--- config.mk ---
export PLATFORM = sky130hd
export DESIGN_NAME = can_over_udp_packet_parser_unit
export DESIGN_NICKNAME = d
export VERILOG_FILES = /design/src/coupp_pkg.sv /design/src/can_over_udp_packet_parser_unit.sv /design/src/coupp_front.sv /design/src/coupp_queue.sv /design/src/coupp_back.sv
export SDC_FILE = /design/constraint.sdc
export NUM_CORES = 1
export LEC_CHECK = 0
export BUFFER_PORTS_ARGS = -buffer_cell sky130_fd_sc_hd__buf_2
export CAP_MARGIN = 0
export CORE_UTILIZATION = 45
export DETAILED_ROUTE_END_ITERATION = 10
export GPL_ROUTABILITY_DRIVEN = 0
export GPL_TIMING_DRIVEN = 0
export PLACE_DENSITY = 0.71
export SLEW_MARGIN = 20
export SYNTH_ARGS = -nofsm -noshare
export SYNTH_HDL_FRONTEND = slang
export SYNTH_SLANG_ARGS = --single-unit
export TNS_END_PERCENT = 5
--- constraint.sdc ---
create_clock -name clk -period 10.15 [get_ports clk]
set_clock_uncertainty 0.1 [all_clocks]
set_input_delay 0.5075 -clock clk [delete_from_list [all_inputs] [get_ports clk]]
set_output_delay 0.5075 -clock clk [all_outputs]
set_load 0.03 [all_outputs]
--- src/coupp_pkg.sv ---
// ----------------------------------------------------------------------------
// coupp_pkg
// shared types and constants of the can-over-udp packet parser
// ----------------------------------------------------------------------------
`default_nettype none

package coupp_pkg;

  // data byte limit of one frame
  localparam int MAX_DATA_BYTES = 64;

  // id bytes of a frame header before the length byte
  localparam int ID_BYTES = 4;

  // frame id flag and length byte flag
  localparam int RTR_BIT = 30;
  localparam int FD_BIT  = 7;

  // opcode of a data packet
  localparam logic [7:0] OPCODE_DATA = 8'd0;

  // result kinds
  localparam logic [1:0] KIND_DATA   = 2'd0;
  localparam logic [1:0] KIND_FRAME  = 2'd1;
  localparam logic [1:0] KIND_PACKET = 2'd2;

  // packet status codes
  localparam logic [2:0] ST_OK         = 3'd0;
  localparam logic [2:0] ST_BAD_VER    = 3'd1;
  localparam logic [2:0] ST_BAD_OPCODE = 3'd2;
  localparam logic [2:0] ST_TRUNC_HDR  = 3'd3;
  localparam logic [2:0] ST_TRUNC_DATA = 3'd4;
  localparam logic [2:0] ST_LEN_LIMIT  = 3'd5;

  // all results caused by one accepted byte
  typedef struct packed {
    logic        has_data;
    logic        has_frame;
    logic        has_pkt;
    logic [31:0] can_id;
    logic [7:0]  len;
    logic [7:0]  flags;
    logic [7:0]  data;
    logic [5:0]  idx;
    logic        frame_ok;
    logic [2:0]  status;
    logic [15:0] cnt_old;
    logic [15:0] cnt_new;
    logic [7:0]  seq;
  } qentry_t;

endpackage

`default_nettype wire

--- src/can_over_udp_packet_parser_unit.sv ---
// ----------------------------------------------------------------------------
// can_over_udp_packet_parser_unit
// decodes CAN frames carried in a UDP datagram, one payload byte at a time
// ----------------------------------------------------------------------------
// Input channel: byte_valid / byte_stall with in_byte and end_of_datagram; a
// transaction is one datagram byte, end_of_datagram set on the last one.
// Output channel: result_valid / result_stall with one result per transaction:
// a data byte, a frame done (frame_ok) or a packet done (status).
// Config: version_we / version_wdata writes the expected version (reset 2).
// A byte's results go through the queue and then the output register. The
// parser takes one byte per cycle while byte_stall is low; the emitter sends
// one result per cycle unless stalled, so a byte with up to three results
// holds it until all are sent. Bytes that cause no result pass without using
// the emitter. Between the two sits a queue of QUEUE_DEPTH byte bundles;
// byte_stall rises when it is full. When result_stall is high the output
// register holds, the queue fills, and then the input stalls. Reset clears the
// parser to the packet header, empties the queue and drops any pending result.
// ----------------------------------------------------------------------------
`default_nettype none

module can_over_udp_packet_parser_unit #(
  parameter int QUEUE_DEPTH = 4
) (
  input  wire logic        clk,
  input  wire logic        rst,
  input  wire logic        version_we,
  input  wire logic [7:0]  version_wdata,
  input  wire logic        byte_valid,
  output logic             byte_stall,
  input  wire logic [7:0]  in_byte,
  input  wire logic        end_of_datagram,
  output logic             result_valid,
  input  wire logic        result_stall,
  output logic [1:0]       kind,
  output logic [31:0]      can_id,
  output logic [7:0]       frame_len,
  output logic [7:0]       fd_flags,
  output logic [7:0]       data_byte,
  output logic [5:0]       byte_index,
  output logic             frame_ok,
  output logic [2:0]       status,
  output logic [15:0]      frames_delivered,
  output logic [7:0]       sequence_res,
  output logic             last_of_run
);

  coupp_pkg::qentry_t q_wdata, q_head;
  logic q_push, q_pop, q_empty, q_full;

  // parser
  coupp_front u_front (
    .clk             (clk),
    .rst             (rst),
    .version_we      (version_we),
    .version_wdata   (version_wdata),
    .byte_valid      (byte_valid),
    .in_byte         (in_byte),
    .end_of_datagram (end_of_datagram),
    .q_full          (q_full),
    .byte_stall      (byte_stall),
    .push            (q_push),
    .entry           (q_wdata)
  );

  // bundle queue
  coupp_queue #(
    .DEPTH (QUEUE_DEPTH)
  ) u_queue (
    .clk   (clk),
    .rst   (rst),
    .push  (q_push),
    .wdata (q_wdata),
    .pop   (q_pop),
    .head  (q_head),
    .empty (q_empty),
    .full  (q_full)
  );

  // emitter
  coupp_back u_back (
    .clk              (clk),
    .rst              (rst),
    .head             (q_head),
    .empty            (q_empty),
    .pop              (q_pop),
    .result_valid     (result_valid),
    .result_stall     (result_stall),
    .kind             (kind),
    .can_id           (can_id),
    .frame_len        (frame_len),
    .fd_flags         (fd_flags),
    .data_byte        (data_byte),
    .byte_index       (byte_index),
    .frame_ok         (frame_ok),
    .status           (status),
    .frames_delivered (frames_delivered),
    .sequence_res     (sequence_res),
    .last_of_run      (last_of_run)
  );

endmodule

`default_nettype wire

--- src/coupp_front.sv ---
// ----------------------------------------------------------------------------
// coupp_front
// byte parser: walks packet and frame headers, builds one queue entry per result-bearing byte
// ----------------------------------------------------------------------------
`default_nettype none

module coupp_front (
  input  wire logic              clk,
  input  wire logic              rst,
  input  wire logic              version_we,
  input  wire logic [7:0]        version_wdata,
  input  wire logic              byte_valid,
  input  wire logic [7:0]        in_byte,
  input  wire logic              end_of_datagram,
  input  wire logic              q_full,
  output logic                   byte_stall,
  output logic                   push,
  output coupp_pkg::qentry_t     entry
);

  typedef enum logic [4:0] {
    PH_PKT = 5'b00001,
    PH_FRM = 5'b00010,
    PH_FLG = 5'b00100,
    PH_DAT = 5'b01000,
    PH_SKP = 5'b10000
  } phase_t;

  phase_t      phase, phase_next;
  logic [7:0]  expected_version;
  logic [2:0]  fbc, fbc_next;
  logic [15:0] frames_remaining, frames_remaining_next;
  logic [31:0] id_shift, id_shift_next;
  logic [7:0]  length_byte, length_byte_next;
  logic [7:0]  flags_byte, flags_byte_next;
  logic [6:0]  data_position, data_position_next;
  logic [7:0]  sequence_held, sequence_held_next;
  logic [15:0] ok_frame_count, ok_frame_count_next;

  logic        accept;
  logic        bd_go, fd_go, ff_go, end_go;
  logic [2:0]  ff_status, end_status;
  logic [6:0]  dl;
  logic        eod;
  logic [7:0]  b;

  assign byte_stall = q_full;
  assign accept     = byte_valid && !byte_stall;
  assign eod        = end_of_datagram;
  assign b          = in_byte;

  // next state and the results of this byte
  always_comb begin
    phase_next            = phase;
    fbc_next              = fbc;
    frames_remaining_next = frames_remaining;
    id_shift_next         = id_shift;
    length_byte_next      = length_byte;
    flags_byte_next       = flags_byte;
    data_position_next    = data_position;
    sequence_held_next    = sequence_held;
    ok_frame_count_next   = ok_frame_count;
    bd_go      = 1'b0;
    fd_go      = 1'b0;
    ff_go      = 1'b0;
    end_go     = 1'b0;
    ff_status  = coupp_pkg::ST_OK;
    end_status = coupp_pkg::ST_OK;
    dl         = 7'd0;
    entry      = '0;

    unique case (phase)
      PH_PKT: begin
        case (fbc)
          3'd0: begin
            ok_frame_count_next   = 16'd0;
            sequence_held_next    = 8'd0;
            frames_remaining_next = 16'd0;
            if (b != expected_version) begin
              end_go = 1'b1; end_status = coupp_pkg::ST_BAD_VER;
            end else if (eod) begin
              end_go = 1'b1; end_status = coupp_pkg::ST_TRUNC_HDR;
            end else begin
              fbc_next = 3'd1;
            end
          end
          3'd1: begin
            if (b != coupp_pkg::OPCODE_DATA) begin
              end_go = 1'b1; end_status = coupp_pkg::ST_BAD_OPCODE;
            end else if (eod) begin
              end_go = 1'b1; end_status = coupp_pkg::ST_TRUNC_HDR;
            end else begin
              fbc_next = 3'd2;
            end
          end
          3'd2: begin
            sequence_held_next = b;
            if (eod) begin
              end_go = 1'b1; end_status = coupp_pkg::ST_TRUNC_HDR;
            end else begin
              fbc_next = 3'd3;
            end
          end
          3'd3: begin
            frames_remaining_next = {b, 8'd0};
            if (eod) begin
              end_go = 1'b1; end_status = coupp_pkg::ST_TRUNC_HDR;
            end else begin
              fbc_next = 3'd4;
            end
          end
          default: begin
            frames_remaining_next = {frames_remaining[15:8], b};
            if (frames_remaining_next == 16'd0) begin
              end_go = 1'b1; end_status = coupp_pkg::ST_OK;
            end else if (eod) begin
              end_go = 1'b1; end_status = coupp_pkg::ST_TRUNC_HDR;
            end else begin
              phase_next         = PH_FRM;
              fbc_next           = 3'd0;
              id_shift_next      = 32'd0;
              length_byte_next   = 8'd0;
              flags_byte_next    = 8'd0;
              data_position_next = 7'd0;
            end
          end
        endcase
      end
      PH_FRM: begin
        if (fbc < 3'(coupp_pkg::ID_BYTES)) begin
          id_shift_next = {id_shift[23:0], b};
          fbc_next      = fbc + 3'd1;
          if (eod) begin
            end_go = 1'b1; end_status = coupp_pkg::ST_TRUNC_HDR;
          end
        end else begin
          length_byte_next = b;
          if (b[coupp_pkg::FD_BIT]) begin
            if (eod) begin
              end_go = 1'b1; end_status = coupp_pkg::ST_TRUNC_HDR;
            end else begin
              phase_next = PH_FLG;
            end
          end else begin
            bd_go = 1'b1;
          end
        end
      end
      PH_FLG: begin
        flags_byte_next = b;
        bd_go           = 1'b1;
      end
      PH_DAT: begin
        entry.has_data     = 1'b1;
        data_position_next = data_position + 7'd1;
        if (data_position_next >= length_byte[6:0]) begin
          fd_go = 1'b1;
        end else if (eod) begin
          ff_go = 1'b1; ff_status = coupp_pkg::ST_TRUNC_DATA;
        end
      end
      PH_SKP: begin
        if (eod) begin
          phase_next = PH_PKT;
          fbc_next   = 3'd0;
        end
      end
      default: begin
        phase_next = PH_PKT;
        fbc_next   = 3'd0;
      end
    endcase

    // frame header complete: decide how the data part goes
    if (bd_go) begin
      dl = length_byte_next[6:0];
      if (id_shift[coupp_pkg::RTR_BIT]) begin
        fd_go = 1'b1;
      end else if (dl > 7'(coupp_pkg::MAX_DATA_BYTES)) begin
        ff_go = 1'b1; ff_status = coupp_pkg::ST_LEN_LIMIT;
      end else if (dl == 7'd0) begin
        fd_go = 1'b1;
      end else if (eod) begin
        ff_go = 1'b1; ff_status = coupp_pkg::ST_TRUNC_DATA;
      end else begin
        phase_next         = PH_DAT;
        data_position_next = 7'd0;
      end
    end

    // frame fields as they stand when a frame result is taken
    entry.can_id  = id_shift;
    entry.len     = length_byte_next;
    entry.flags   = flags_byte_next;
    entry.data    = b;
    entry.idx     = data_position[5:0];
    entry.cnt_old = ok_frame_count;

    // frame complete
    if (fd_go) begin
      ok_frame_count_next   = ok_frame_count + 16'd1;
      frames_remaining_next = frames_remaining - 16'd1;
      entry.has_frame       = 1'b1;
      entry.frame_ok        = 1'b1;
      if (frames_remaining_next == 16'd0) begin
        end_go = 1'b1; end_status = coupp_pkg::ST_OK;
      end else if (eod) begin
        end_go = 1'b1; end_status = coupp_pkg::ST_TRUNC_HDR;
      end else begin
        phase_next         = PH_FRM;
        fbc_next           = 3'd0;
        id_shift_next      = 32'd0;
        length_byte_next   = 8'd0;
        flags_byte_next    = 8'd0;
        data_position_next = 7'd0;
      end
    end

    // frame dropped
    if (ff_go) begin
      entry.has_frame = 1'b1;
      entry.frame_ok  = 1'b0;
      end_go          = 1'b1;
      end_status      = ff_status;
    end

    // packet ends here
    if (end_go) begin
      entry.has_pkt = 1'b1;
      entry.status  = end_status;
      phase_next    = eod ? PH_PKT : PH_SKP;
      fbc_next      = 3'd0;
    end

    entry.cnt_new = ok_frame_count_next;
    entry.seq     = sequence_held_next;
  end

  assign push = accept && (entry.has_data || entry.has_frame || entry.has_pkt);

  // version register
  always_ff @(posedge clk) begin
    if (rst) begin
      expected_version <= 8'd2;
    end else if (version_we) begin
      expected_version <= version_wdata;
    end
  end

  // parser state
  always_ff @(posedge clk) begin
    if (rst) begin
      phase            <= PH_PKT;
      fbc              <= 3'd0;
      frames_remaining <= 16'd0;
      id_shift         <= 32'd0;
      length_byte      <= 8'd0;
      flags_byte       <= 8'd0;
      data_position    <= 7'd0;
      sequence_held    <= 8'd0;
      ok_frame_count   <= 16'd0;
    end else if (accept) begin
      phase            <= phase_next;
      fbc              <= fbc_next;
      frames_remaining <= frames_remaining_next;
      id_shift         <= id_shift_next;
      length_byte      <= length_byte_next;
      flags_byte       <= flags_byte_next;
      data_position    <= data_position_next;
      sequence_held    <= sequence_held_next;
      ok_frame_count   <= ok_frame_count_next;
    end
  end

  // data position stays inside the frame payload
  a_pos_in_frame: assert property (@(posedge clk) disable iff (rst)
    phase == PH_DAT |-> data_position < length_byte[6:0])
    else $error("data position past frame length");

  a_pos_limit: assert property (@(posedge clk) disable iff (rst)
    phase == PH_DAT |-> data_position < 7'(coupp_pkg::MAX_DATA_BYTES))
    else $error("data position past payload limit");

endmodule

`default_nettype wire

--- src/coupp_queue.sv ---
// ----------------------------------------------------------------------------
// coupp_queue
// short fifo of per-byte result bundles between parser and emitter
// ----------------------------------------------------------------------------
`default_nettype none

module coupp_queue #(
  parameter int DEPTH = 4
) (
  input  wire logic               clk,
  input  wire logic               rst,
  input  wire logic               push,
  input  wire coupp_pkg::qentry_t wdata,
  input  wire logic               pop,
  output coupp_pkg::qentry_t      head,
  output logic                    empty,
  output logic                    full
);

  localparam int PW = (DEPTH > 1) ? $clog2(DEPTH) : 1;
  localparam int CW = $clog2(DEPTH + 1);

  coupp_pkg::qentry_t mem [DEPTH];
  logic [PW-1:0] wptr, rptr;
  logic [CW-1:0] count;

  assign empty = (count == CW'(0));
  assign full  = (count == CW'(DEPTH));
  assign head  = mem[rptr];

  // storage
  always_ff @(posedge clk) begin
    if (push) begin
      mem[wptr] <= wdata;
    end
  end

  // pointers and fill count
  always_ff @(posedge clk) begin
    if (rst) begin
      wptr  <= '0;
      rptr  <= '0;
      count <= '0;
    end else begin
      if (push) begin
        wptr <= (wptr == PW'(DEPTH - 1)) ? '0 : wptr + PW'(1);
      end
      if (pop) begin
        rptr <= (rptr == PW'(DEPTH - 1)) ? '0 : rptr + PW'(1);
      end
      if (push && !pop) begin
        count <= count + CW'(1);
      end else if (pop && !push) begin
        count <= count - CW'(1);
      end
    end
  end

  a_no_overflow: assert property (@(posedge clk) disable iff (rst)
    push |-> !full)
    else $error("queue push while full");

  a_count_range: assert property (@(posedge clk) disable iff (rst)
    count <= CW'(DEPTH))
    else $error("queue count out of range");

endmodule

`default_nettype wire

--- src/coupp_back.sv ---
// ----------------------------------------------------------------------------
// coupp_back
// emitter: unpacks each bundle into its results, one per cycle unless stalled, into a register
// ----------------------------------------------------------------------------
`default_nettype none

module coupp_back (
  input  wire logic               clk,
  input  wire logic               rst,
  input  wire coupp_pkg::qentry_t head,
  input  wire logic               empty,
  output logic                    pop,
  output logic                    result_valid,
  input  wire logic               result_stall,
  output logic [1:0]              kind,
  output logic [31:0]             can_id,
  output logic [7:0]              frame_len,
  output logic [7:0]              fd_flags,
  output logic [7:0]              data_byte,
  output logic [5:0]              byte_index,
  output logic                    frame_ok,
  output logic [2:0]              status,
  output logic [15:0]             frames_delivered,
  output logic [7:0]              sequence_res,
  output logic                    last_of_run
);

  logic       data_sent, frame_sent;
  logic [2:0] pend, pick;
  logic       load, last;

  // results of the head bundle still to send: packet, frame, data
  assign pend = {head.has_pkt, head.has_frame && !frame_sent, head.has_data && !data_sent};
  assign pick = pend & (~pend + 3'd1);
  assign last = ((pend & ~pick) == 3'd0);
  assign load = !empty && (!result_valid || !result_stall);
  assign pop  = load && last;

  // progress through the head bundle
  always_ff @(posedge clk) begin
    if (rst) begin
      data_sent  <= 1'b0;
      frame_sent <= 1'b0;
    end else if (load) begin
      if (last) begin
        data_sent  <= 1'b0;
        frame_sent <= 1'b0;
      end else begin
        data_sent  <= data_sent || pick[0];
        frame_sent <= frame_sent || pick[1];
      end
    end
  end

  // output valid
  always_ff @(posedge clk) begin
    if (rst) begin
      result_valid <= 1'b0;
    end else if (load) begin
      result_valid <= 1'b1;
    end else if (!result_stall) begin
      result_valid <= 1'b0;
    end
  end

  // output payload
  always_ff @(posedge clk) begin
    if (load) begin
      sequence_res <= head.seq;
      last_of_run  <= last;
      if (pick[0]) begin
        kind             <= coupp_pkg::KIND_DATA;
        can_id           <= head.can_id;
        frame_len        <= head.len;
        fd_flags         <= head.flags;
        data_byte        <= head.data;
        byte_index       <= head.idx;
        frame_ok         <= 1'b0;
        status           <= coupp_pkg::ST_OK;
        frames_delivered <= head.cnt_old;
      end else if (pick[1]) begin
        kind             <= coupp_pkg::KIND_FRAME;
        can_id           <= head.can_id;
        frame_len        <= head.frame_ok ? head.len : 8'd0;
        fd_flags         <= head.flags;
        data_byte        <= 8'd0;
        byte_index       <= 6'd0;
        frame_ok         <= head.frame_ok;
        status           <= coupp_pkg::ST_OK;
        frames_delivered <= head.cnt_new;
      end else begin
        kind             <= coupp_pkg::KIND_PACKET;
        can_id           <= 32'd0;
        frame_len        <= 8'd0;
        fd_flags         <= 8'd0;
        data_byte        <= 8'd0;
        byte_index       <= 6'd0;
        frame_ok         <= 1'b0;
        status           <= head.status;
        frames_delivered <= head.cnt_new;
      end
    end
  end

  a_pick_one: assert property (@(posedge clk) disable iff (rst)
    load |-> $onehot(pick))
    else $error("emitter loaded with nothing pending");

  a_frame_ok_kind: assert property (@(posedge clk) disable iff (rst)
    result_valid && kind != coupp_pkg::KIND_FRAME |-> !frame_ok)
    else $error("frame_ok set outside a frame result");

endmodule

`default_nettype wire
==> summary.txt <==
GRT
  – Largest net degree at the start of global routing: 50
  – GR Overflow Total: 0
  – Vias in the first global route: 15769
  – Antenna violations before repair: 2
  – First-pass GRT wire length: 92600 um
  – GRT Overall Usage: ~20%

Clock tree
  – Post-CTS resize count: 0
  – CTS tree: done
  – Post-CTS setup repair buffer count: 0
  – Clock latency at the later pin of the worst-skew pair: 610 ps
  – CTS buffer count: 66
  – Worst-path clk slew: 60 ps
  – Post-CTS Hold Buffers: 0
  – TritonCTS Sinks: 652
  – Maximum root-to-sink buffer count: 3
  – Htree depth: 3
  – CTS Root Cell: clkbuf_16

Timing
  – Slew HR: 31.1%
  – Final Max Slew Viols: 0
  – Max frequency: 209 MHz
  – Final hold violations: 0
  – Fin crit period: 4780 ps
  – Final number of setup-violating endpoints: 0
  – Tcrit/Tclk final: 47.1%
  – RSZ-0062 raised after global routing: false
  – Worst-Margin Slew: slightly above 1000 ps

Logic synthesis
  – Synthesized-area fraction occupied by adder cells: 1.11%
  – Largest cells by area after synthesis: edfxtp_1 60%, dfxtp_1 9.3%, mux4_2 9.3%
  – Synth warn: 0
  – Distinct cells, synth: 92
  – Leading area contributor after synthesis: edfxtp_1
  – Syn nets: roughly 1700
  – Register area share after synthesis: 69.5%
  – Top post-synthesis cells by count: 529 x edfxtp_1, 123 x dfxtp_1, 109 x mux4_2
  – Yosys top cell area share: 60.2%
  – Synth Area per Inst: 15.8 sq um
  – Count leader, synth: edfxtp_1
  – Compound-Gate Fraction of Synth Area: about 7.3%
  – Synthesized area: 26400 sq um
  – Largest family of logic cells by synthesized area: multiplexers
  – Share of flip-flops with an asynchronous set or reset: 0%
  – Simple-Gate Fraction of Synth Area: 8.52%
  – Post-synth EDFFs: 529
  – Synth Register Bits: 652
  – Synth Flop Type: edfxtp_1
  – Syn Inst Count: between 1500 and 2000
  – Synth Area in XOR/XNOR: 0.796%
  – Mux cell area share after synthesis: between 10% and 20%

Pwr
  – Switching power: 2480 uW
  – Flop pwr share: 43.3%
  – Net Sw Frac: between 30% and 40%
  – Clk pwr share: 29.6%
  – VDD IR max: roughly 0.17 mV
  – P_leak: 0.0102 uW
  – Power per Cell Area: around 270 nW/um^2
  – Internal power: 5630 uW
  – Gate power share: 27.2%

Placement
  – Post-DP HPWL: 39600 um
  – Area after DPL: 28300 sq um
  – Number of buffers added on ports: ~110
  – Placed Instances: 2568

Detailed routing
  – Initial DRT Pass Iterations: 7
  – Via count: 15538
  – Post-detailed-route DRC marker count: 0
  – First DRT Iteration DRCs: 1240
  – Via/cell ratio: 5.78
  – Total wire length: 59900 um
  – ANT nets after route: 0
  – WL/cell: 22.3 um

Worst setup path
  – Worst EP required: 10340 ps
  – Crit. End Element: flop
  – Crit path DAT: 4980 ps
  – CP Class: reg2reg
  – Startpoint types: flop
  – Max FO, Critical Path: 45

Cells and area
  – Non-Filler Instances: 2689
  – Final net count: roughly 1900
  – P&R area growth vs syn: 15.3%
  – Fin util: ~53%
  – Register Area: between 15000 and 20000 sq um
  – Final instance area: slightly above 30000 sq um
  – Area of the multi-input gates: roughly 7500 sq um
  – Filler Cell Count: roughly 4700
  – Share of layout cells above drive strength 1: between 20 and 25%

Floorplanning
  – Die width: about 240 um
  – Core Area: 57800 sq um
  – DIE HEIGHT: 244 um
  – Die area: 59700 sq um
  – Starting density of the core: 45.7%
  – Cell Rows: 88
  – I/O Pins: roughly 120

Run
  – Max_cap viols: 0

Outcome
  – Status: complete, no violations

Hold path
  – Worst hold path type: in2reg
==> layout by cell type (no fill, tap or decap), types with 6 or more instances in the layout <==
master	count
edfxtp_1	529
buf_2	141
dfxtp_1	123
mux4_2	109
nand2_1	99
nor2_1	96
clkbuf_1	74
nor2b_1	70
a21oi_1	67
clkbuf_16	66
o21ai_0	56
a22oi_1	42
nand3_1	41
inv_1	30
ha_1	21
nor3_1	20
nand4_1	18
xnor2_1	17
mux2_2	16
and3_1	15
a22o_1	15
mux2i_1	13
or3_1	12
buf_1	12
a311oi_1	12
a31oi_1	11
clkinv_2	10
buf_16	9
buf_6	8
a211oi_1	8
clkbuf_8	8
nand2b_1	7
and2_1	7
xor2_1	7
clkinv_1	6
o21a_1	6
==> final cells by class <==
class	instances	area share [%]
sequential	652	60.2
multi-input combinational	885	24.5
clock buffer	93	6.02
tap	765	3.14
timing repair buffer	129	3.05
buffer	104	1.60
clock inverter	26	0.998
inverter	33	0.423
antenna	2	0.0164
==> per-stage QoR <==
stage	hold slack [ps]	setup WS, ps	setup TNS, ps	total power (uW)
2_1_floorplan	328	2860	0	5110
5_1_grt	28.3	5160	0	8450
6_report	43.1	5370	0	8110
3_3_place_gp	339	-1980	-12800	5750
4_1_cts	17.1	5410	0	8210
3_5_place_dp	344	5430	0	5810
==> power by group through the flow <==
stage / combinational [uW] / clock [uW] / sequential, uW
detailed placement: 2240 / 0 / 3570
CTS: 2250 / 2440 / 3510
global route: 2360 / 2540 / 3540
floorplan: 1100 / 0 / 4010
finish: 2200 / 2400 / 3510
global placement: 2100 / 0 / 3650
==> routing by layer <==
metal | share of wire (%) | up-vias | wire [um] | track usage [%]
met2 | 48 | 632 | 28700 | 33.3
met5 | 0 | - | 0 | 0
met1 | 42 | 7847 | 25100 | 27.2
li1 | - | 6921 | - | -
met3 | 6.4 | 138 | 3860 | 3.22
met4 | 3.9 | 0 | 2310 | 9.30
==> kinds of logic (layout without fill, tap and decap cells) <==
logic type	Yosys count	after routing
compound gates	274	274
xor+xnor	24	24
fa+ha+maj	23	23
buf+inv	137	385
flops	652	652
mux	138	138
other cells	0	2
simple gates	426	426
==> registers in the layout (all words and copies together) (netlist names), 3 cells and up, named ones only <==
signal and count:
u_front.fbc 3, u_front.ok_frame_count 16, u_front.length_byte 8, u_front.flags_byte 8, u_queue.mem 436, u_back.sequence_res 8
u_queue.count 3, u_front.phase 5, u_back.status 3, u_front.data_position 7, u_back.byte_index 6, u_back.frames_delivered 16
u_back.data_byte 8, u_back.can_id 32, u_front.expected_version 8, u_front.frames_remaining 16, u_front.id_shift 32, u_back.fd_flags 8
u_front.sequence_held 8, u_back.frame_len 8
==> worst max-delay path: stages (launching register included) <==
cell	delay [ps]
dfxtp_1	610
ha_1	300
nand3_1	120
xnor2_1	260
ha_1	300
a2111o_1	410
a31o_2	250
a211oi_1	360
a311oi_4	110
a41oi_2	520
and2_4	760
buf_12	310
==> worst paths after layout <==
| path | startpoint | end | slack (ps) | cells after the start |
|---|---|---|---|---|
| worst max-delay path | u_front.data_position[0] | u_queue.mem[1][89] | 5370 | 11 |
| worst min-delay path | in_byte[3] | u_queue.mem[0][53] | 40 | 1 |
| worst max register to register | u_front.data_position[0] | u_queue.mem[1][89] | 5370 | 11 |
| worst min register to register | u_front.sequence_held[4] | u_front.sequence_held[4] | 350 | 2 |
Power figures use the tool's default switching activity.
